## src/hw/rtl/lpc_pkg.sv

```systemverilog
// shared types, constants and aes helper functions for the payload cipher
`timescale 1ns / 1ps
`default_nettype none
package lpc_pkg;

   localparam logic [7:0] CTR_HEAD = 8'h01;
   localparam logic [7:0] BLK_FIRST = 8'h01;
   localparam logic [3:0] AES_LAST_ROUND = 4'd10;

   localparam logic [1:0] REG_APP_KEY_HIGH = 2'd0;
   localparam logic [1:0] REG_APP_KEY_LOW = 2'd1;
   localparam logic [1:0] REG_NET_KEY_HIGH = 2'd2;
   localparam logic [1:0] REG_NET_KEY_LOW = 2'd3;

   typedef struct packed {
      logic [7:0]  data_byte;
      logic        last_byte;
      logic        new_block;
      logic [3:0]  position;
      logic        key_select;
      logic [7:0]  direction;
      logic [31:0] dev_address;
      logic [31:0] frame_counter;
      logic [7:0]  block_count;
   } entry_type;

   typedef enum logic {
      BK_STREAM,
      BK_CIPHER
   } back_state_type;

   localparam logic [7:0] SBOX [256] = '{
      8'h63,8'h7c,8'h77,8'h7b,8'hf2,8'h6b,8'h6f,8'hc5,8'h30,8'h01,8'h67,8'h2b,8'hfe,8'hd7,8'hab,8'h76,
      8'hca,8'h82,8'hc9,8'h7d,8'hfa,8'h59,8'h47,8'hf0,8'had,8'hd4,8'ha2,8'haf,8'h9c,8'ha4,8'h72,8'hc0,
      8'hb7,8'hfd,8'h93,8'h26,8'h36,8'h3f,8'hf7,8'hcc,8'h34,8'ha5,8'he5,8'hf1,8'h71,8'hd8,8'h31,8'h15,
      8'h04,8'hc7,8'h23,8'hc3,8'h18,8'h96,8'h05,8'h9a,8'h07,8'h12,8'h80,8'he2,8'heb,8'h27,8'hb2,8'h75,
      8'h09,8'h83,8'h2c,8'h1a,8'h1b,8'h6e,8'h5a,8'ha0,8'h52,8'h3b,8'hd6,8'hb3,8'h29,8'he3,8'h2f,8'h84,
      8'h53,8'hd1,8'h00,8'hed,8'h20,8'hfc,8'hb1,8'h5b,8'h6a,8'hcb,8'hbe,8'h39,8'h4a,8'h4c,8'h58,8'hcf,
      8'hd0,8'hef,8'haa,8'hfb,8'h43,8'h4d,8'h33,8'h85,8'h45,8'hf9,8'h02,8'h7f,8'h50,8'h3c,8'h9f,8'ha8,
      8'h51,8'ha3,8'h40,8'h8f,8'h92,8'h9d,8'h38,8'hf5,8'hbc,8'hb6,8'hda,8'h21,8'h10,8'hff,8'hf3,8'hd2,
      8'hcd,8'h0c,8'h13,8'hec,8'h5f,8'h97,8'h44,8'h17,8'hc4,8'ha7,8'h7e,8'h3d,8'h64,8'h5d,8'h19,8'h73,
      8'h60,8'h81,8'h4f,8'hdc,8'h22,8'h2a,8'h90,8'h88,8'h46,8'hee,8'hb8,8'h14,8'hde,8'h5e,8'h0b,8'hdb,
      8'he0,8'h32,8'h3a,8'h0a,8'h49,8'h06,8'h24,8'h5c,8'hc2,8'hd3,8'hac,8'h62,8'h91,8'h95,8'he4,8'h79,
      8'he7,8'hc8,8'h37,8'h6d,8'h8d,8'hd5,8'h4e,8'ha9,8'h6c,8'h56,8'hf4,8'hea,8'h65,8'h7a,8'hae,8'h08,
      8'hba,8'h78,8'h25,8'h2e,8'h1c,8'ha6,8'hb4,8'hc6,8'he8,8'hdd,8'h74,8'h1f,8'h4b,8'hbd,8'h8b,8'h8a,
      8'h70,8'h3e,8'hb5,8'h66,8'h48,8'h03,8'hf6,8'h0e,8'h61,8'h35,8'h57,8'hb9,8'h86,8'hc1,8'h1d,8'h9e,
      8'he1,8'hf8,8'h98,8'h11,8'h69,8'hd9,8'h8e,8'h94,8'h9b,8'h1e,8'h87,8'he9,8'hce,8'h55,8'h28,8'hdf,
      8'h8c,8'ha1,8'h89,8'h0d,8'hbf,8'he6,8'h42,8'h68,8'h41,8'h99,8'h2d,8'h0f,8'hb0,8'h54,8'hbb,8'h16
   };

   function automatic logic [7:0] xtime(input logic [7:0] x);
      xtime = {x[6:0], 1'b0} ^ (x[7] ? 8'h1b : 8'h00);
   endfunction

   // byte i of a 128-bit block sits at the top for i = 0
   function automatic logic [7:0] byte_at(input logic [127:0] x, input int i);
      byte_at = x[127 - 8 * i -: 8];
   endfunction

   // next round key from the current one
   function automatic logic [127:0] next_round_key(input logic [127:0] rk,
                                                   input logic [7:0] rcon);
      logic [31:0] t;
      logic [31:0] w0;
      logic [31:0] w1;
      logic [31:0] w2;
      logic [31:0] w3;
      t = {SBOX[byte_at(rk, 13)] ^ rcon, SBOX[byte_at(rk, 14)],
           SBOX[byte_at(rk, 15)], SBOX[byte_at(rk, 12)]};
      w0 = rk[127:96] ^ t;
      w1 = rk[95:64] ^ w0;
      w2 = rk[63:32] ^ w1;
      w3 = rk[31:0] ^ w2;
      next_round_key = {w0, w1, w2, w3};
   endfunction

   // sub bytes, shift rows, mix columns (skipped on the final round), add key
   function automatic logic [127:0] aes_round(input logic [127:0] st,
                                              input logic [127:0] rk,
                                              input logic final_round);
      logic [7:0] tmp [16];
      logic [7:0] a0;
      logic [7:0] a1;
      logic [7:0] a2;
      logic [7:0] a3;
      logic [127:0] res;
      for (int c = 0; c < 4; c++) begin
         for (int j = 0; j < 4; j++) begin
            tmp[j + 4 * c] = SBOX[byte_at(st, j + 4 * ((c + j) % 4))];
         end
      end
      for (int c = 0; c < 4; c++) begin
         a0 = tmp[4 * c];
         a1 = tmp[4 * c + 1];
         a2 = tmp[4 * c + 2];
         a3 = tmp[4 * c + 3];
         if (final_round) begin
            res[127 - 32 * c -: 32] = {a0, a1, a2, a3};
         end else begin
            res[127 - 32 * c -: 32] = {
               xtime(a0) ^ xtime(a1) ^ a1 ^ a2 ^ a3,
               a0 ^ xtime(a1) ^ xtime(a2) ^ a2 ^ a3,
               a0 ^ a1 ^ xtime(a2) ^ xtime(a3) ^ a3,
               xtime(a0) ^ a0 ^ a1 ^ a2 ^ xtime(a3)};
         end
      end
      aes_round = res ^ rk;
   endfunction

endpackage
`default_nettype wire

```

## src/hw/rtl/lpc_queue.sv

```systemverilog
// small fifo of classified bytes between front and back
`timescale 1ns / 1ps
`default_nettype none
module lpc_queue
   import lpc_pkg::*;
#(
   parameter int DEPTH = 4
) (
   input  wire logic      clock,
   input  wire logic      reset,
   input  wire logic      push,
   input  wire entry_type push_entry,
   output logic           full,
   input  wire logic      pop,
   output entry_type      head,
   output logic           head_valid
);

   localparam int PW = (DEPTH > 1) ? $clog2(DEPTH) : 1;
   localparam int CW = $clog2(DEPTH + 1);

   entry_type    slots_ff [DEPTH];
   logic [PW-1:0] wr_ff, wr_in, rd_ff, rd_in;
   logic [CW-1:0] count_ff, count_in;

   function automatic logic [PW-1:0] bump(input logic [PW-1:0] p);
      bump = (p == PW'(DEPTH - 1)) ? '0 : p + PW'(1);
   endfunction

   always_comb begin
      wr_in = push ? bump(wr_ff) : wr_ff;
      rd_in = pop ? bump(rd_ff) : rd_ff;
      count_in = count_ff + CW'(push) - CW'(pop);
   end

   always_ff @(posedge clock) begin
      if (reset) begin
         wr_ff <= '0;
         rd_ff <= '0;
         count_ff <= '0;
      end else begin
         wr_ff <= wr_in;
         rd_ff <= rd_in;
         count_ff <= count_in;
      end
      if (push) begin
         slots_ff[wr_ff] <= push_entry;
      end
   end

   assign full = count_ff == CW'(DEPTH);
   assign head_valid = count_ff != '0;
   assign head = slots_ff[rd_ff];

endmodule
`default_nettype wire

```

## config.mk

```make
export PLATFORM = sky130hd
export DESIGN_NAME = lpc_queue
export DESIGN_NICKNAME = d
export VERILOG_FILES = /design/src/hw/rtl/lpc_pkg.sv /design/src/hw/rtl/lpc_queue.sv
export SDC_FILE = /design/constraint.sdc
export NUM_CORES = 1
export LEC_CHECK = 0
export BUFFER_PORTS_ARGS = -buffer_cell sky130_fd_sc_hd__buf_2
export CORE_MARGIN = 5
export CORE_UTILIZATION = 40
export CTS_BUF_LIST = sky130_fd_sc_hd__clkbuf_4
export CTS_CLUSTER_SIZE = 25
export DETAILED_ROUTE_END_ITERATION = 8
export PLACE_DENSITY = 0.6
export SYNTH_ARGS = -nofsm -noshare
export SYNTH_HDL_FRONTEND = slang
export SYNTH_SLANG_ARGS = --single-unit
```

## constraint.sdc

```tcl
create_clock -name clock -period 5.5 [get_ports clock]
set_input_delay 0.275 -clock clock [delete_from_list [all_inputs] [get_ports clock]]
set_output_delay 0.275 -clock clock [all_outputs]
set_load 0.01 [all_outputs]
```

==> impl_metrics.env <==
export IMPL_p_leak_nw=6.16
export IMPL_grt_first_pass_wirelength_um=44900
export IMPL_path_clk_slew_ns=0.06
export IMPL_worstSetupPathType="flop to output port"
export IMPL_ios=196
export IMPL_pwr_share_seq_pct=54.7
export IMPL_crit_chain="buf_4 > mux4_2 > buf_2"
export IMPL_final_common_cell="edfxtp_1"
export IMPL_grt_overflow_total=0
export IMPL_dpl_hpwl_um=16900
export IMPL_die_area_mm2=0.0394
export IMPL_cp_arrival_ns=2.99
export IMPL_drc_errors=0
export IMPL_post_place_ws_ns=2.95
export IMPL_drt_iter0_drc=273
export IMPL_startpoint_type="flop"
export IMPL_fp_row_count=69
export IMPL_grtUsageTotal_pct=15.0
export IMPL_total_power_mw=6.29
export IMPL_cap_viol_max_count=0
export IMPL_rsz0062_at_grt="false"
export IMPL_max_freq_mhz=306
export IMPL_cts_hold_buffers_added=99
export IMPL_cell_internal_pwr_mw=4.88
export IMPL_grt_max_degree=63
export IMPL_register_area_mm2=0.0116
export IMPL_postRouteAntennaNets=0
export IMPL_skew_ns=0.0398
export IMPL_cts_root_buf="clkbuf_4"
export IMPL_cts_path_max_buffers=3
export IMPL_synth_area_per_cell_um2=26.3
export IMPL_synth_distinct_cells=20
export IMPL_htree_num_levels=3
export IMPL_worst_pin_slew_ns=1.03
export IMPL_die_w_um=198
export IMPL_peakVddDrop_mv=0.228
export IMPL_ys_ff_latch=389
export IMPL_fin_nets=1022
export IMPL_drive_above_1_share_pct=45.3
export IMPL_p_per_area_mw_per_mm2=353
export IMPL_dieHeight_um=198
export IMPL_swShare_pct=22.5
export IMPL_initial_core_util_pct=40.2
export IMPL_avgViaCountPerCell=4.89
export IMPL_cts_made_buffers=95
export IMPL_maxSlewViolCount=0
export IMPL_seq_area_frac_synth_pct=81.6
export IMPL_first_pass_iters=6
export IMPL_crit_path_end_kind="output port"
export IMPL_layout_setup_ws_ns=2.23
export IMPL_path_delay_family="flip-flops"
export IMPL_clkSinkCount=389
export IMPL_cts_tree="built"
export IMPL_multi_input_area_mm2=0.00240
export IMPL_status="completed"
export IMPL_period_share_pct=59.4
export IMPL_comb_power_share_pct=9.2
export IMPL_switchingPower_mw=1.42
export IMPL_coreArea_mm2=0.0353
export IMPL_mostFrequentLayoutCells="edfxtp_1, buf_2, clkbuf_4, dlygate4sd3_1, mux4_2"
export IMPL_netlist_instances=540
export IMPL_insertion_delay_ns=0.74
export IMPL_cp_slowest_cell="dfxtp_4"
export IMPL_path_buf_inv=2
export IMPL_cts_resized_gates=0
export IMPL_worstPathRequired_ns=5.22
export IMPL_path_max_fanout=62
export IMPL_nFillCells=2896
export IMPL_max_stage_delay_ns=1.02
export IMPL_fin_util_pct=50.5
export IMPL_place_port_buffers=195
export IMPL_p_clk_share_pct=36.1
export IMPL_period_needed_ns=3.27
export IMPL_slew_headroom_pct=31.5
export IMPL_grt_pass1_vias=8079
export IMPL_post_cts_buffers=0
export IMPL_vias=7085
export IMPL_syn_nets=647
export IMPL_place_gp_congestion=0.754
export IMPL_finalSetupTns_ns=0
export IMPL_hp_class="input port to flop"
export IMPL_finalSetupViolations=0
export IMPL_drt_wl_total_um=29100
export IMPL_wire_per_inst_um=20.1
export IMPL_synth_area_mm2=0.0142
export IMPL_yosysWarnings=0
export IMPL_synthToLayoutAreaGrowth_pct=25.4
export IMPL_antenna_found_initial=2
export IMPL_hold_viol_final=0
[routing by layer]
layer  global-route usage, %  up-vias  part of all wire, %  wire length (um)
li1                        -     3155                    -                 -
met1                    18.5     3630                   40             11800
met2                    25.3      254                   51             14900
met3                    4.54       44                  6.7              1960
met4                    5.47        2                  1.9               546
met5                       0        -                0.038                11
[cells in the mapped netlist, drive strengths merged]
master	count	share of area, %
buf	18	1.3
and2	4	0.18
edfxtp	380	80
mux2i	2	0.14
fa	1	0.14
and3	1	0.044
nor2b	2	0.088
or3	1	0.044
xor3	1	0.17
inv	6	0.16
dfxtp	9	1.3
clkbuf	4	0.11
nand2b	2	0.088
ha	7	0.62
or3b	2	0.12
nor2	3	0.079
mux4	95	15
a21oi	2	0.070
[kinds of logic (layout without fill, tap and decap cells)]
logic type,Yosys count,after routing,synth area share [%]
fa+ha+maj,8,8,0.757
simple gates,15,15,0.643
mux,97,97,15.2
buf+inv,28,476,1.58
other cells,0,1,0
flops,389,389,81.6
compound gates,2,2,0.0705
xor+xnor,1,1,0.167
[cell type report]
cell class	instances	area share [%]
inverters	6	0.126
multi-input cells	123	13.5
repair buffers	300	11.4
flip-flops and latches	389	65.1
diodes	1	0.0140
well taps	461	3.24
clock buffers	138	5.82
clock inverters	32	0.857
[final timing paths]
kind / startpoint / slack, ns / endpoint / cells past startpoint
max: flop / 2.23 / head[36] / 3
min: push_entry[27] / 0.28 / slots_ff[0][27]$_DFFE_PP_ / 2
max reg2reg: wr_ff[0]$_SDFFE_PP0P_ / 2.99 / slots_ff[3][2]$_DFFE_PP_ / 3
min reg2reg: rd_ff[0]$_SDFFE_PP0P_ / 0.51 / flop / 2
[flip-flops by register name, indices dropped and copies added, names as in the netlist, named ones only]
| register | count |
|---|---|
| rd_ff | 2 |
| wr_ff | 2 |
| count_ff | 3 |
| slots_ff | 380 |
[power by group through the flow]
stage	clock (mW)	sequential (mW)	combinational, mW
floorplan	0	3.47	0.332
global placement	0	3.50	0.519
CTS	2.37	3.44	0.593
global route	2.55	3.45	0.627
detailed placement	0	3.51	0.531
finish	2.27	3.44	0.579
[through the flow]
stage	hold WS [ns]	std cells	area [um^2]
6_report	0.282	1450	17800
5_1_grt	0.204	1450	17800
4_1_cts	0.165	1449	17800
3_5_place_dp	0.490	1180	15600
3_3_place_gp	0.483	1180	15600
2_1_floorplan	0.344	540	14200
Note: power is estimated with default switching activity, not from simulation.
