### src/hw/rtl/lpc_pkg.sv
// shared types, constants and aes helper functions for the payload cipher
`timescale 1ns / 1ps
`default_nettype none
package lpc_pkg;

   localparam logic [7:0] CTR_HEAD = 8'h01;
   localparam logic [7:0] BLK_FIRST = 8'h01;
   localparam logic [3:0] AES_LAST_ROUND = 4'd10;

   localparam logic [1:0] REG_APP_KEY_HIGH = 2'd0;
   localparam logic [1:0] REG_APP_KEY_LOW = 2'd1;
   localparam logic [1:0] REG_NET_KEY_HIGH = 2'd2;
   localparam logic [1:0] REG_NET_KEY_LOW = 2'd3;

   typedef struct packed {
      logic [7:0]  data_byte;
      logic        last_byte;
      logic        new_block;
      logic [3:0]  position;
      logic        key_select;
      logic [7:0]  direction;
      logic [31:0] dev_address;
      logic [31:0] frame_counter;
      logic [7:0]  block_count;
   } entry_type;

   typedef enum logic {
      BK_STREAM,
      BK_CIPHER
   } back_state_type;

   localparam logic [7:0] SBOX [256] = '{
      8'h63,8'h7c,8'h77,8'h7b,8'hf2,8'h6b,8'h6f,8'hc5,8'h30,8'h01,8'h67,8'h2b,8'hfe,8'hd7,8'hab,8'h76,
      8'hca,8'h82,8'hc9,8'h7d,8'hfa,8'h59,8'h47,8'hf0,8'had,8'hd4,8'ha2,8'haf,8'h9c,8'ha4,8'h72,8'hc0,
      8'hb7,8'hfd,8'h93,8'h26,8'h36,8'h3f,8'hf7,8'hcc,8'h34,8'ha5,8'he5,8'hf1,8'h71,8'hd8,8'h31,8'h15,
      8'h04,8'hc7,8'h23,8'hc3,8'h18,8'h96,8'h05,8'h9a,8'h07,8'h12,8'h80,8'he2,8'heb,8'h27,8'hb2,8'h75,
      8'h09,8'h83,8'h2c,8'h1a,8'h1b,8'h6e,8'h5a,8'ha0,8'h52,8'h3b,8'hd6,8'hb3,8'h29,8'he3,8'h2f,8'h84,
      8'h53,8'hd1,8'h00,8'hed,8'h20,8'hfc,8'hb1,8'h5b,8'h6a,8'hcb,8'hbe,8'h39,8'h4a,8'h4c,8'h58,8'hcf,
      8'hd0,8'hef,8'haa,8'hfb,8'h43,8'h4d,8'h33,8'h85,8'h45,8'hf9,8'h02,8'h7f,8'h50,8'h3c,8'h9f,8'ha8,
      8'h51,8'ha3,8'h40,8'h8f,8'h92,8'h9d,8'h38,8'hf5,8'hbc,8'hb6,8'hda,8'h21,8'h10,8'hff,8'hf3,8'hd2,
      8'hcd,8'h0c,8'h13,8'hec,8'h5f,8'h97,8'h44,8'h17,8'hc4,8'ha7,8'h7e,8'h3d,8'h64,8'h5d,8'h19,8'h73,
      8'h60,8'h81,8'h4f,8'hdc,8'h22,8'h2a,8'h90,8'h88,8'h46,8'hee,8'hb8,8'h14,8'hde,8'h5e,8'h0b,8'hdb,
      8'he0,8'h32,8'h3a,8'h0a,8'h49,8'h06,8'h24,8'h5c,8'hc2,8'hd3,8'hac,8'h62,8'h91,8'h95,8'he4,8'h79,
      8'he7,8'hc8,8'h37,8'h6d,8'h8d,8'hd5,8'h4e,8'ha9,8'h6c,8'h56,8'hf4,8'hea,8'h65,8'h7a,8'hae,8'h08,
      8'hba,8'h78,8'h25,8'h2e,8'h1c,8'ha6,8'hb4,8'hc6,8'he8,8'hdd,8'h74,8'h1f,8'h4b,8'hbd,8'h8b,8'h8a,
      8'h70,8'h3e,8'hb5,8'h66,8'h48,8'h03,8'hf6,8'h0e,8'h61,8'h35,8'h57,8'hb9,8'h86,8'hc1,8'h1d,8'h9e,
      8'he1,8'hf8,8'h98,8'h11,8'h69,8'hd9,8'h8e,8'h94,8'h9b,8'h1e,8'h87,8'he9,8'hce,8'h55,8'h28,8'hdf,
      8'h8c,8'ha1,8'h89,8'h0d,8'hbf,8'he6,8'h42,8'h68,8'h41,8'h99,8'h2d,8'h0f,8'hb0,8'h54,8'hbb,8'h16
   };

   function automatic logic [7:0] xtime(input logic [7:0] x);
      xtime = {x[6:0], 1'b0} ^ (x[7] ? 8'h1b : 8'h00);
   endfunction

   // byte i of a 128-bit block sits at the top for i = 0
   function automatic logic [7:0] byte_at(input logic [127:0] x, input int i);
      byte_at = x[127 - 8 * i -: 8];
   endfunction

   // next round key from the current one
   function automatic logic [127:0] next_round_key(input logic [127:0] rk,
                                                   input logic [7:0] rcon);
      logic [31:0] t;
      logic [31:0] w0;
      logic [31:0] w1;
      logic [31:0] w2;
      logic [31:0] w3;
      t = {SBOX[byte_at(rk, 13)] ^ rcon, SBOX[byte_at(rk, 14)],
           SBOX[byte_at(rk, 15)], SBOX[byte_at(rk, 12)]};
      w0 = rk[127:96] ^ t;
      w1 = rk[95:64] ^ w0;
      w2 = rk[63:32] ^ w1;
      w3 = rk[31:0] ^ w2;
      next_round_key = {w0, w1, w2, w3};
   endfunction

   // sub bytes, shift rows, mix columns (skipped on the final round), add key
   function automatic logic [127:0] aes_round(input logic [127:0] st,
                                              input logic [127:0] rk,
                                              input logic final_round);
      logic [7:0] tmp [16];
      logic [7:0] a0;
      logic [7:0] a1;
      logic [7:0] a2;
      logic [7:0] a3;
      logic [127:0] res;
      for (int c = 0; c < 4; c++) begin
         for (int j = 0; j < 4; j++) begin
            tmp[j + 4 * c] = SBOX[byte_at(st, j + 4 * ((c + j) % 4))];
         end
      end
      for (int c = 0; c < 4; c++) begin
         a0 = tmp[4 * c];
         a1 = tmp[4 * c + 1];
         a2 = tmp[4 * c + 2];
         a3 = tmp[4 * c + 3];
         if (final_round) begin
            res[127 - 32 * c -: 32] = {a0, a1, a2, a3};
         end else begin
            res[127 - 32 * c -: 32] = {
               xtime(a0) ^ xtime(a1) ^ a1 ^ a2 ^ a3,
               a0 ^ xtime(a1) ^ xtime(a2) ^ a2 ^ a3,
               a0 ^ a1 ^ xtime(a2) ^ xtime(a3) ^ a3,
               xtime(a0) ^ a0 ^ a1 ^ a2 ^ xtime(a3)};
         end
      end
      aes_round = res ^ rk;
   endfunction

endpackage
`default_nettype wire

### src/hw/rtl/lpc_if.sv
// valid/ready channel interfaces for payload bytes in and cipher bytes out
`timescale 1ns / 1ps
`default_nettype none
interface lpc_req_if;
   logic        valid;
   logic        ready;
   logic [7:0]  data_byte;
   logic        last_byte;
   logic [31:0] dev_address;
   logic [7:0]  direction;
   logic [31:0] frame_counter;
   logic        use_network_key;
   modport source (output valid, data_byte, last_byte, dev_address, direction,
                   frame_counter, use_network_key, input ready);
   modport sink (input valid, data_byte, last_byte, dev_address, direction,
                 frame_counter, use_network_key, output ready);
endinterface

`default_nettype wire

### src/hw/rtl/lpc_front.sv
// front end: takes bytes, tracks frame and block position, tags block starts
`timescale 1ns / 1ps
`default_nettype none
module lpc_front
   import lpc_pkg::*;
(
   input  wire logic  clock,
   input  wire logic  reset,
   lpc_req_if.sink    req_ch,
   input  wire logic  queue_full,
   output logic       push,
   output entry_type  push_entry
);

   logic        open_ff, open_in;
   logic [3:0]  pos_ff, pos_in;
   logic [7:0]  blk_ff, blk_in;
   logic [31:0] addr_ff, addr_in;
   logic [7:0]  dir_ff, dir_in;
   logic [31:0] fcnt_ff, fcnt_in;
   logic        ksel_ff, ksel_in;
   logic [3:0]  cur_pos;
   logic [7:0]  cur_blk;

   assign req_ch.ready = !queue_full;
   assign push = req_ch.valid && !queue_full;

   always_comb begin
      // a closed frame restarts on this byte with fresh frame fields
      if (open_ff) begin
         cur_pos = pos_ff;
         cur_blk = blk_ff;
         addr_in = addr_ff;
         dir_in = dir_ff;
         fcnt_in = fcnt_ff;
         ksel_in = ksel_ff;
      end else begin
         cur_pos = '0;
         cur_blk = BLK_FIRST;
         addr_in = req_ch.dev_address;
         dir_in = req_ch.direction;
         fcnt_in = req_ch.frame_counter;
         ksel_in = req_ch.use_network_key;
      end
      pos_in = cur_pos + 4'd1;
      blk_in = (cur_pos == 4'hf) ? cur_blk + 8'd1 : cur_blk;
      open_in = !req_ch.last_byte;

      push_entry.data_byte = req_ch.data_byte;
      push_entry.last_byte = req_ch.last_byte;
      push_entry.new_block = cur_pos == '0;
      push_entry.position = cur_pos;
      push_entry.key_select = ksel_in;
      push_entry.direction = dir_in;
      push_entry.dev_address = addr_in;
      push_entry.frame_counter = fcnt_in;
      push_entry.block_count = cur_blk;
   end

   always_ff @(posedge clock) begin
      if (reset) begin
         open_ff <= 1'b0;
         pos_ff <= '0;
         blk_ff <= BLK_FIRST;
      end else if (push) begin
         open_ff <= open_in;
         pos_ff <= pos_in;
         blk_ff <= blk_in;
      end
      if (push) begin
         addr_ff <= addr_in;
         dir_ff <= dir_in;
         fcnt_ff <= fcnt_in;
         ksel_ff <= ksel_in;
      end
   end

endmodule
`default_nettype wire

### src/flat_wrapper.sv
// flat-port wrapper written by rule: the top's interface ports become plain ports
module lpc_front_flat import lpc_pkg::*;
  (clock, reset, queue_full, push, push_entry, req_ch_valid, req_ch_data_byte, req_ch_last_byte, req_ch_dev_address, req_ch_direction, req_ch_frame_counter, req_ch_use_network_key, req_ch_ready);
  lpc_req_if req_ch_i ();
  input  wire logic clock;
  input  wire logic reset;
  input  wire logic queue_full;
  output logic push;
  output entry_type push_entry;
  input wire logic [$bits(req_ch_i.valid)-1:0] req_ch_valid;
  input wire logic [$bits(req_ch_i.data_byte)-1:0] req_ch_data_byte;
  input wire logic [$bits(req_ch_i.last_byte)-1:0] req_ch_last_byte;
  input wire logic [$bits(req_ch_i.dev_address)-1:0] req_ch_dev_address;
  input wire logic [$bits(req_ch_i.direction)-1:0] req_ch_direction;
  input wire logic [$bits(req_ch_i.frame_counter)-1:0] req_ch_frame_counter;
  input wire logic [$bits(req_ch_i.use_network_key)-1:0] req_ch_use_network_key;
  output wire logic [$bits(req_ch_i.ready)-1:0] req_ch_ready;
  assign req_ch_i.valid = req_ch_valid;
  assign req_ch_i.data_byte = req_ch_data_byte;
  assign req_ch_i.last_byte = req_ch_last_byte;
  assign req_ch_i.dev_address = req_ch_dev_address;
  assign req_ch_i.direction = req_ch_direction;
  assign req_ch_i.frame_counter = req_ch_frame_counter;
  assign req_ch_i.use_network_key = req_ch_use_network_key;
  assign req_ch_ready = req_ch_i.ready;
  lpc_front u_core (.clock(clock), .reset(reset), .req_ch(req_ch_i), .queue_full(queue_full), .push(push), .push_entry(push_entry));
endmodule
### config.mk
export PLATFORM = sky130hd
export DESIGN_NAME = lpc_front_flat
export DESIGN_NICKNAME = d
export VERILOG_FILES = /design/src/hw/rtl/lpc_pkg.sv /design/src/hw/rtl/lpc_if.sv /design/src/hw/rtl/lpc_front.sv /design/src/flat_wrapper.sv
export SDC_FILE = /design/constraint.sdc
export NUM_CORES = 1
export LEC_CHECK = 0
export BUFFER_PORTS_ARGS = -buffer_cell sky130_fd_sc_hd__buf_2
export CAP_MARGIN = 10
export CORE_MARGIN = 1.5
export CORE_UTILIZATION = 47
export DETAILED_ROUTE_END_ITERATION = 6
export PLACE_DENSITY = 0.8
export RECOVER_POWER = 50
export SLEW_MARGIN = 15
export SYNTH_ARGS = -nofsm -noshare
export SYNTH_HDL_FRONTEND = slang
export SYNTH_SLANG_ARGS = --single-unit
### constraint.sdc
create_clock -name clock -period 3.5 [get_ports clock]
set_clock_uncertainty 0.1 [all_clocks]
set_input_delay 0.175 -clock clock [delete_from_list [all_inputs] [get_ports clock]]
set_output_delay 0.175 -clock clock [all_outputs]
set_load 0.01 [all_outputs]
==> flow_summary.yaml, run 1 <==
run_status:
  status: "completed"
yosys:
  yosysTopAreaCellShare: 0.555
  yosysTopAreaCell: "edfxtp_1"
  yosys.area_share.simple: 0.0659
  synth_cells: 262
  synth_common_cells: "edfxtp_1 (73), mux2_2 (73), dfxtp_1 (13)"
  synth-compound-area-share: 0.0361
  synth_edf_count: 73
  synth_area_um2: 3950
  synth_xor_area_frac: 0
  syn_nets: 351
  synth_top_flop_cell: "edfxtp_1"
  synth_seq_cells: 86
  synth_top_family_by_area: "multiplexers"
  synthMuxAreaShare: 0.221
  yosysWarnings: 0
  synth-async-reset-ratio: 0
  synth-adder-area-share: 0.00950
  synth_area_per_cell_um2: 15.1
  ys_seq_area_frac: 0.621
  ys_top_cells_by_area: "edfxtp_1 (55%), mux2_2 (21%), dfxtp_1 (6.6%)"
  synth_cell_types: 34
cts:
  cts_tree: "done"
  clk_latency_ps: 340
  cts_max_level: 3
  clock-sinks: 86
  cts_buffer_depth: 2
  root_buffer: "clkbuf_8"
  cts-resized-gates: 0
  numCtsBuffers: 9
  clkTransAtPathRegs_ps: 90
power:
  switchingPower_w: 0.000516
  p_int_w: 0.00158
  p_leak_nw: 1.99
  combPwrFrac: 0.140
  clkPwrFrac: 0.292
  swShare: 0.246
  vdd_drop_max_uv: 222
  p_seq_frac: 0.568
  p_per_area_nw_per_um2: 424
layout:
  nets: 505
  drive_above_1_share: 0.553
  area_growth_pct: 25.1
  fin_area_um2: 4940
  final-instance-count-excl-fill: 526
  antennaDiodeCount: 0
worst_setup_path:
  reg2reg_from: "u_core.open_ff$_SDFFE_PP0P_"
  startpoint_type: "input port"
  r2r-end: "u_core.blk_ff[5]$_SDFFE_PP0P_"
  path_class: "input port to output port"
  setup.worst_path.start: "queue_full"
  crit_path_end_kind: "output port"
  required_ps: 3220
  r2r.worst_path.cells: 5
  r2r_setup_slack_ps: 1030
  critPathMaxFanout: 61
  cp.arrival_ps: 2450
timing:
  setup_viol: 0
  max_slew.worst_pin.slew_ps: 822
  tns_ps: 0
  maxSlewHeadroom: 0.449
  setup_slack_ps: 772
  rsz0062_at_grt: "no"
  finalCriticalPeriod_ps: 2730
  fmax_mhz: 367
  fin_crit_sh: 0.780
  drv_slew: 0
  hold_violations: 0
route:
  drc: 0
  viasPerCell: 4.98
  antenna_left: 0
  routed_wl_mm: 7.69
  dr.pass1.iters: 6
  num_vias: 2622
  drtIter0Drc: 66
  wl_per_cell_um: 14.6
placed_design:
  placed_cell_area_um2: 4770
  dp_cells: 509
  pre_cts_ws_ps: 1050
  hpwl_mm: 5.44
  gp_congestion: 0.780
  portBuffers: 166
global_routing:
  grt_max_degree: 62
  grt_pass1_wl_mm: 11.3
  grt-ovfl-total: 0
  grt_antenna_before_repair: 0
  grt_pass1_vias: 2412
  grt_usage: 0.165
floorplanning:
  num_rows: 33
  ios: 183
  die_area_um2: 8970
  die_h_um: 94.7
  core-area_um2: 8180
  die_w_um: 94.7
  start_util: 0.483
flow_run:
  maxCapViolations: 0
hold_path:
  worstHoldStart: "req_ch_frame_counter[10]"
  min_path_cells: 2
  hp-class: "input port to register"
  whs_endpoint: "u_core.fcnt_ff[10]$_DFFE_PP_"
==> layout by cell type (no fill, tap or decap), drive strengths merged, types with 2 or more instances in the layout <==
| cell | netlist | routed |
|---|---|---|
| a211o | 2 | 2 |
| a211oi | 2 | 2 |
| a21o | 4 | 4 |
| a21oi | 6 | 6 |
| and2 | 9 | 9 |
| buf | 24 | 160 |
| clkbuf | 2 | 18 |
| clkinv | 0 | 2 |
| clkinvlp | 0 | 3 |
| dfxtp | 13 | 13 |
| edfxtp | 73 | 73 |
| ha | 3 | 3 |
| inv | 6 | 7 |
| mux2 | 73 | 73 |
| mux2i | 5 | 5 |
| nand2 | 6 | 6 |
| nand2b | 2 | 2 |
| nand3 | 3 | 3 |
| nand3b | 6 | 6 |
| nand4 | 3 | 3 |
| nor2 | 2 | 2 |
| nor2b | 2 | 2 |
| nor3b | 2 | 2 |
| nor4 | 3 | 3 |
| o21ai | 3 | 3 |
==> layer usage <==
layer | GRT usage | wire length, um
met5 | 0 | 0
met4 | 0.0572 | 69
met3 | 0.0572 | 715
met2 | 0.263 | 3560
met1 | 0.209 | 3340
==> cell families after synthesis <==
family,after synthesis
compound gates,21
fa+ha+maj,3
buf+inv,32
flops,86
mux,78
simple gates,42
==> area by class of cell <==
class / instances / area (um2)
fill: 668 / 3230
sequential: 86 / 2460
multi-input combinational: 144 / 1310
timing repair buffer: 169 / 846
tap: 105 / 131
clock buffer: 10 / 128
clock inverter: 6 / 46.3
inverter: 6 / 23.8
==> what timing repair did <==
| item | in CTS | in global routing |
|---|---|---|
| endpoints found under the hold margin | 1 | 0 |
| setup buffers | 0 | 0 |
| hold buffers | 1 | 0 |
==> power groups by stage <==
stage | logic, W | clock network, W | registers, W
floorplan | 0.000198 | 0 | 0.00120
global placement | 0.000298 | 0 | 0.00121
detailed placement | 0.000303 | 0 | 0.00121
CTS | 0.000305 | 0.000636 | 0.00119
global route | 0.000324 | 0.000672 | 0.00120
finish | 0.000293 | 0.000612 | 0.00119
==> critical path, cell delays in order <==
cell and delay [ps]:
clkbuf_1 210, nand2b_1 370, clkinvlp_2 780, buf_4 640
buf_2 250
==> sequential cells by signal, summed over array words and instances (netlist names) <==
name,cells
u_core.addr_ff,32
u_core.fcnt_ff,32
u_core.blk_ff,8
u_core.dir_ff,8
u_core.pos_ff,4
u_core.ksel_ff,1
u_core.open_ff,1
==> worst max-delay path by stage <==
stage	end	slack, ps	cells after the start
2_1_floorplan	u_core.addr_ff[0]$_DFFE_PP_	960	3
3_3_place_gp	u_core.blk_ff[1]$_SDFFE_PP0P_	1160	5
3_5_place_dp	u_core.blk_ff[5]$_SDFFE_PP0P_	1050	5
4_1_cts	push_entry[13]	940	3
5_1_grt	push	490	5
6_report	push	770	5
==> through the flow <==
step                      utilization  total power, W  hold slack [ps]
final                           0.605         0.00209             36.1
after global routing            0.605         0.00219             23.9
after CTS                       0.606         0.00213             24.1
after detailed placement        0.583         0.00152              250
after global placement          0.583         0.00151              250
after floorplan                     -         0.00140              171
Note: power is estimated with default switching activity, not from simulation.
==> run 2: changes to the inputs <==
--- a/config.mk
+++ b/config.mk
@@ -8,9 +8,9 @@
 export BUFFER_PORTS_ARGS = -buffer_cell sky130_fd_sc_hd__buf_2
 export CAP_MARGIN = 10
 export CORE_MARGIN = 1.5
-export CORE_UTILIZATION = 47
+export CORE_UTILIZATION = 42
 export DETAILED_ROUTE_END_ITERATION = 6
-export PLACE_DENSITY = 0.8
+export PLACE_DENSITY = 0.76
 export RECOVER_POWER = 50
 export SLEW_MARGIN = 15
 export SYNTH_ARGS = -nofsm -noshare
==> constraint.sdc (replaced) <==
create_clock -name clock -period 2.3 [get_ports clock]
set_clock_uncertainty 0.1 [all_clocks]
set_input_delay 0.115 -clock clock [delete_from_list [all_inputs] [get_ports clock]]
set_output_delay 0.115 -clock clock [all_outputs]
set_load 0.01 [all_outputs]
==> run 2 against run 1 <==
Effect of this change:
- final area rose by 16%
- count of clock-buffer cells in the layout unchanged
- die area grew 12%
- largest power group unchanged
- final cell count increased by 16%
- utilization grew 1.7 points
- setup slack worse by 590 ps
- total power is 61% higher
==> flow_summary.yaml, run 2 (synthesized netlist as in run 1, its figures left out) <==
worst_setup_path:
  cp_cell_sequence: "and2_1, ha_1, nand4_1, nor4_1, mux2i_1"
  cp.arrival_ps: 2290
  reg2reg_from: "u_core.open_ff$_SDFFE_PP0P_"
  critical_path.top_delay_family: "simple AND/OR/NAND/NOR gates"
  slowest_stage: "nor4_1"
  cp.buffers_inverters: 0
  critPathMaxFanout: 18
  path_class: "register to register"
  r2r_setup_slack_ps: 180
  required_ps: 2480
  crit_path_end_kind: "register"
  r2r-end: "u_core.blk_ff[6]$_SDFFE_PP0P_"
  r2r.worst_path.cells: 5
  startpoint_type: "register"
  crit_cells: 5
  cp_slowest_stage_delay_ps: 480
hold_path:
  hp-class: "input port to register"
  min_path_cells: 2
  worstHoldStart: "reset"
  whs_endpoint: "u_core.pos_ff[1]$_SDFFE_PP0P_"
layout:
  multi_input_area_um2: 1310
  final_cell_mix: "buf_2 (159), dlygate4sd3_1 (74), edfxtp_1 (73)"
  mostFrequentLayoutCell: "buf_2"
  antennaDiodeCount: 0
  nets: 582
  top_regs: "u_core.addr_ff (32), u_core.fcnt_ff (32)"
  fill_cells: 690
  area_growth_pct: 44.8
  drive_above_1_share: 0.501
  seqCellArea_um2: 2460
floorplanning:
  core-area_um2: 9200
  num_rows: 35
  die_h_um: 100
  die_area_um2: 10000
  start_util: 0.430
  die_w_um: 100
  ios: 183
power:
  p_per_area_nw_per_um2: 591
  p_leak_nw: 2.33
  vdd_drop_max_uv: 286
placed_design:
  hpwl_mm: 6.00
  portBuffers: 166
  gp_congestion: 0.755
global_routing:
  grt_pass1_wl_mm: 14.5
  grt_antenna_before_repair: 0
  grt_usage: 0.187
  grt_pass1_vias: 3037
  grt_max_degree: 42
  grt-ovfl-total: 0
timing:
  fmax_mhz: 472
  finalCriticalPeriod_ps: 2120
  rsz0062_at_grt: "no"
  tns_ps: 0
  hold_violations: 0
  max_slew.worst_pin.slew_ps: 873
  setup_viol: 0
  maxSlewHeadroom: 0.417
  drv_slew: 0
  worst_hold_slack_ps: 36.9
  fin_crit_sh: 0.921
cts:
  clock-sinks: 86
  clkTransAtPathRegs_ps: 80
  root_buffer: "clkbuf_8"
  cts_max_level: 3
  clk_latency_ps: 350
  cts_buffer_depth: 2
  cts-resized-gates: 0
  numCtsBuffers: 9
  ctsHoldBuffers: 73
  cts_tree: "done"
  post_cts_buffers: 0
route:
  drtIter0Drc: 77
  antenna_left: 0
  viasPerCell: 4.95
  wl_per_cell_um: 15.6
  routed_wl_mm: 9.51
  drc: 0
  num_vias: 3012
  dr.pass1.iters: 4
run_status:
  status: "completed"
flow_run:
  maxCapViolations: 0
-- run 2: cell types whose count changed in the layout (fill, tap and decap cells not counted), sizes merged --
cell,previous run,this run
clkinvlp,3,2
dlygate4sd3,1,74
clkinv,2,3
bufinv,0,1
clkbuf,18,19
buf,160,162
inv,7,5
dlymetal6s2s,0,1
-- run 2: metal layers --
metal,GRT usage,vias up,part of all wire
met3,0.0474,21,0.052
li1,-,1444,-
met5,0,-,0
met1,0.215,1432,0.41
met2,0.330,115,0.52
met4,0.0802,0,0.022
-- run 2: worst max-delay path by stage --
stage	startpoint	endpoint	slack [ps]
5_1_grt	u_core.open_ff$_SDFFE_PP0P_	u_core.blk_ff[6]$_SDFFE_PP0P_	10
2_1_floorplan	queue_full	u_core.addr_ff[0]$_DFFE_PP_	260
4_1_cts	u_core.open_ff$_SDFFE_PP0P_	u_core.blk_ff[6]$_SDFFE_PP0P_	190
3_3_place_gp	u_core.open_ff$_SDFFE_PP0P_	u_core.blk_ff[7]$_SDFFE_PP0P_	320
3_5_place_dp	u_core.open_ff$_SDFFE_PP0P_	u_core.blk_ff[7]$_SDFFE_PP0P_	200
6_report	u_core.open_ff$_SDFFE_PP0P_	u_core.blk_ff[6]$_SDFFE_PP0P_	180
-- run 2: worst register-to-register path, cell delays in order (launching register included) --
cell	delay (ps)
dfxtp_4	440
and2_1	220
ha_1	200
nand4_1	380
nor4_1	480
mux2i_1	230
-- run 2: power by group --
| group | switching (W) | total (W) | internal, W |
|---|---|---|---|
| combinational | 0.000265 | 0.000579 | 0.000314 |
| sequential | 0.0000213 | 0.00180 | 0.00178 |
| clock | 0.000512 | 0.00100 | 0.000489 |
| total | 0.000798 | 0.00338 | 0.00258 |
-- run 2: area by class of cell --
cell class                      instances  area share
Tap cell                              111      0.0243
Multi-Input combinational cell        144       0.229
Clock buffer                           10      0.0223
Sequential cell                        86       0.429
Inverter                                6     0.00459
Clock inverter                          5     0.00897
Timing Repair Buffer                  246       0.281
-- run 2: per-stage QoR --
step	setup slack, ps	cells	power (W)	instance area, um2	util
2_1_floorplan	262	262	0.00213	3960	-
3_3_place_gp	324	519	0.00231	4850	0.527
3_5_place_dp	201	519	0.00232	4850	0.527
4_1_cts	189	607	0.00343	5760	0.626
5_1_grt	13.6	608	0.00354	5720	0.622
6_report	181	608	0.00338	5720	0.622
==> run 3: changes to the inputs <==
--- a/config.mk
+++ b/config.mk
@@ -10,7 +10,7 @@
 export CORE_MARGIN = 1.5
 export CORE_UTILIZATION = 42
 export DETAILED_ROUTE_END_ITERATION = 6
-export PLACE_DENSITY = 0.76
+export PLACE_DENSITY = 0.74
 export RECOVER_POWER = 50
 export SLEW_MARGIN = 15
 export SYNTH_ARGS = -nofsm -noshare
==> run 3 against run 2 <==
Effect of this change:
- clock power about the same
- critical path depth unchanged
- final cell count down 0.49%
- largest power group unchanged
==> flow_summary.yaml, run 3 (synthesized netlist as in run 1, its figures left out) <==
floorplanning:
  die_w_um: 100
  ios: 183
  die_area_um2: 10000
  num_rows: 35
  core-area_um2: 9200
  die_h_um: 100
  start_util: 0.430
power:
  p_seq_frac: 0.531
  p_per_area_nw_per_um2: 595
  combPwrFrac: 0.169
  power_w: 0.00339
  vdd_drop_max_uv: 306
  swShare: 0.237
  p_leak_nw: 2.31
  clkPwrFrac: 0.300
  p_int_w: 0.00259
  switchingPower_w: 0.000804
worst_setup_path:
  path_class: "register to register"
  cp.arrival_ps: 2280
  reg2reg_from: "u_core.open_ff$_SDFFE_PP0P_"
  critPathMaxFanout: 21
  required_ps: 2470
  r2r_setup_slack_ps: 190
  r2r.worst_path.cells: 5
  crit_path_end_kind: "register"
  startpoint_type: "register"
  r2r-end: "u_core.blk_ff[5]$_SDFFE_PP0P_"
cts:
  post_cts_buffers: 0
  clock-sinks: 86
  clk_latency_ps: 340
  clkTransAtPathRegs_ps: 80
  cts_buffer_depth: 2
  numCtsBuffers: 9
  root_buffer: "clkbuf_8"
  cts_max_level: 3
  cts_tree: "done"
global_routing:
  grt_usage: 0.186
  grt_use_met3: 0.0376
  grt_pass1_vias: 2989
  grt_pass1_wl_mm: 14.6
  grt_busiest_layer: "met2"
  grt_util_met1: 0.225
  grtUsageMet2: 0.320
  grt_antenna_before_repair: 0
  grt-ovfl-total: 0
  grt_max_degree: 43
placed_design:
  hpwl_mm: 5.89
  dp_cells: 517
  gp_congestion: 0.766
  portBuffers: 166
timing:
  maxSlewHeadroom: 0.386
  setup_viol: 0
  fin_crit_sh: 0.916
  fmax_mhz: 475
  drv_slew: 0
  hold_violations: 0
  rsz0062_at_grt: "yes"
  worst_hold_slack_ps: 23.6
  max_slew.worst_pin.slew_ps: 921
  finalCriticalPeriod_ps: 2110
hold_path:
  min_path_cells: 2
  hp-class: "input port to register"
  whs_endpoint: "u_core.fcnt_ff[8]$_DFFE_PP_"
  worstHoldStart: "req_ch_frame_counter[8]"
run_status:
  status: "completed"
layout:
  nets: 578
  final_cell_mix: "buf_2 (158), edfxtp_1 (73), dlygate4sd3_1 (72)"
  area_growth_pct: 44.3
  antennaDiodeCount: 0
  mostFrequentLayoutCell: "buf_2"
  top_regs: "u_core.addr_ff (32), u_core.fcnt_ff (32)"
  drive_above_1_share: 0.484
  final-instance-count-excl-fill: 605
route:
  routed_wl_mm: 9.40
  wl_per_cell_um: 15.5
  antenna_left: 0
  viasPerCell: 4.96
  drc: 0
  drtIter0Drc: 48
  num_vias: 2998
  dr.pass1.iters: 4
flow_run:
  maxCapViolations: 0
-- run 3: changes by cell type in the layout (fill, tap and decap cells not counted), moves of 2 or more --
| cell | before | now |
|---|---|---|
| and2_0 | 6 | 0 |
| dlygate4sd3_1 | 74 | 72 |
| and2_1 | 3 | 9 |
| mux2_2 | 69 | 60 |
| mux2_1 | 4 | 13 |
-- run 3: layout make-up --
type / instances / area, um2
repair buffers: 242 / 1580
well taps: 111 / 139
clock buffers: 10 / 128
fillers: 701 / 3500
clock inverters: 6 / 60.1
flip-flops and latches: 86 / 2460
inverters: 6 / 23.8
multi-input cells: 144 / 1310
-- run 3: worst max-delay path by stage --
stage	cells after the start	start	slack, ps	to
2_1_floorplan	3	queue_full	260	u_core.addr_ff[0]$_DFFE_PP_
3_3_place_gp	5	u_core.open_ff$_SDFFE_PP0P_	270	u_core.blk_ff[7]$_SDFFE_PP0P_
3_5_place_dp	5	u_core.open_ff$_SDFFE_PP0P_	210	u_core.blk_ff[5]$_SDFFE_PP0P_
4_1_cts	3	u_core.open_ff$_SDFFE_PP0P_	190	push_entry[30]
5_1_grt	5	u_core.open_ff$_SDFFE_PP0P_	-40	u_core.blk_ff[5]$_SDFFE_PP0P_
6_report	5	u_core.open_ff$_SDFFE_PP0P_	190	u_core.blk_ff[5]$_SDFFE_PP0P_
-- run 3: through the flow --
step	util	instance area [um2]	TNS (ps)	worst slack, ps
final	0.620	5700	0	193
after global routing	0.620	5700	-71.7	-38.5
after CTS	0.619	5700	0	193
after detailed placement	0.523	4810	0	211
after global placement	0.523	4810	0	272
after floorplan	-	3960	0	262
-- run 3: power groups by stage --
stage | Combinational, W | Sequential, W | Clock, W
after floorplan | 0.000302 | 0.00182 | 0
after global placement | 0.000472 | 0.00183 | 0
after detailed placement | 0.000484 | 0.00183 | 0
after CTS | 0.000578 | 0.00180 | 0.00106
after global routing | 0.000620 | 0.00181 | 0.00112
final | 0.000574 | 0.00180 | 0.00102
-- run 3: what timing repair did --
| action | CTS | global route |
|---|---|---|
| hold buffers | 70 | 2 |
| endpoints found under the setup margin | 0 | 3 |
| hold endpoints to repair | 70 | 2 |
| resized for setup | 0 | 0 |
-- run 3: worst max-delay path, cell delays in order (launching register included) --
cell	delay [ps]
dfxtp_4	470
and2_1	230
ha_1	200
nand4_1	360
nor4_1	470
mux2i_1	220
-- run 3: layer usage --
| metal | vias to the layer above | wire length [um] |
|---|---|---|
| li1 | 1427 | - |
| met1 | 1428 | 3950 |
| met2 | 120 | 4660 |
| met3 | 23 | 537 |
| met4 | 0 | 255 |
| met5 | - | 0 |
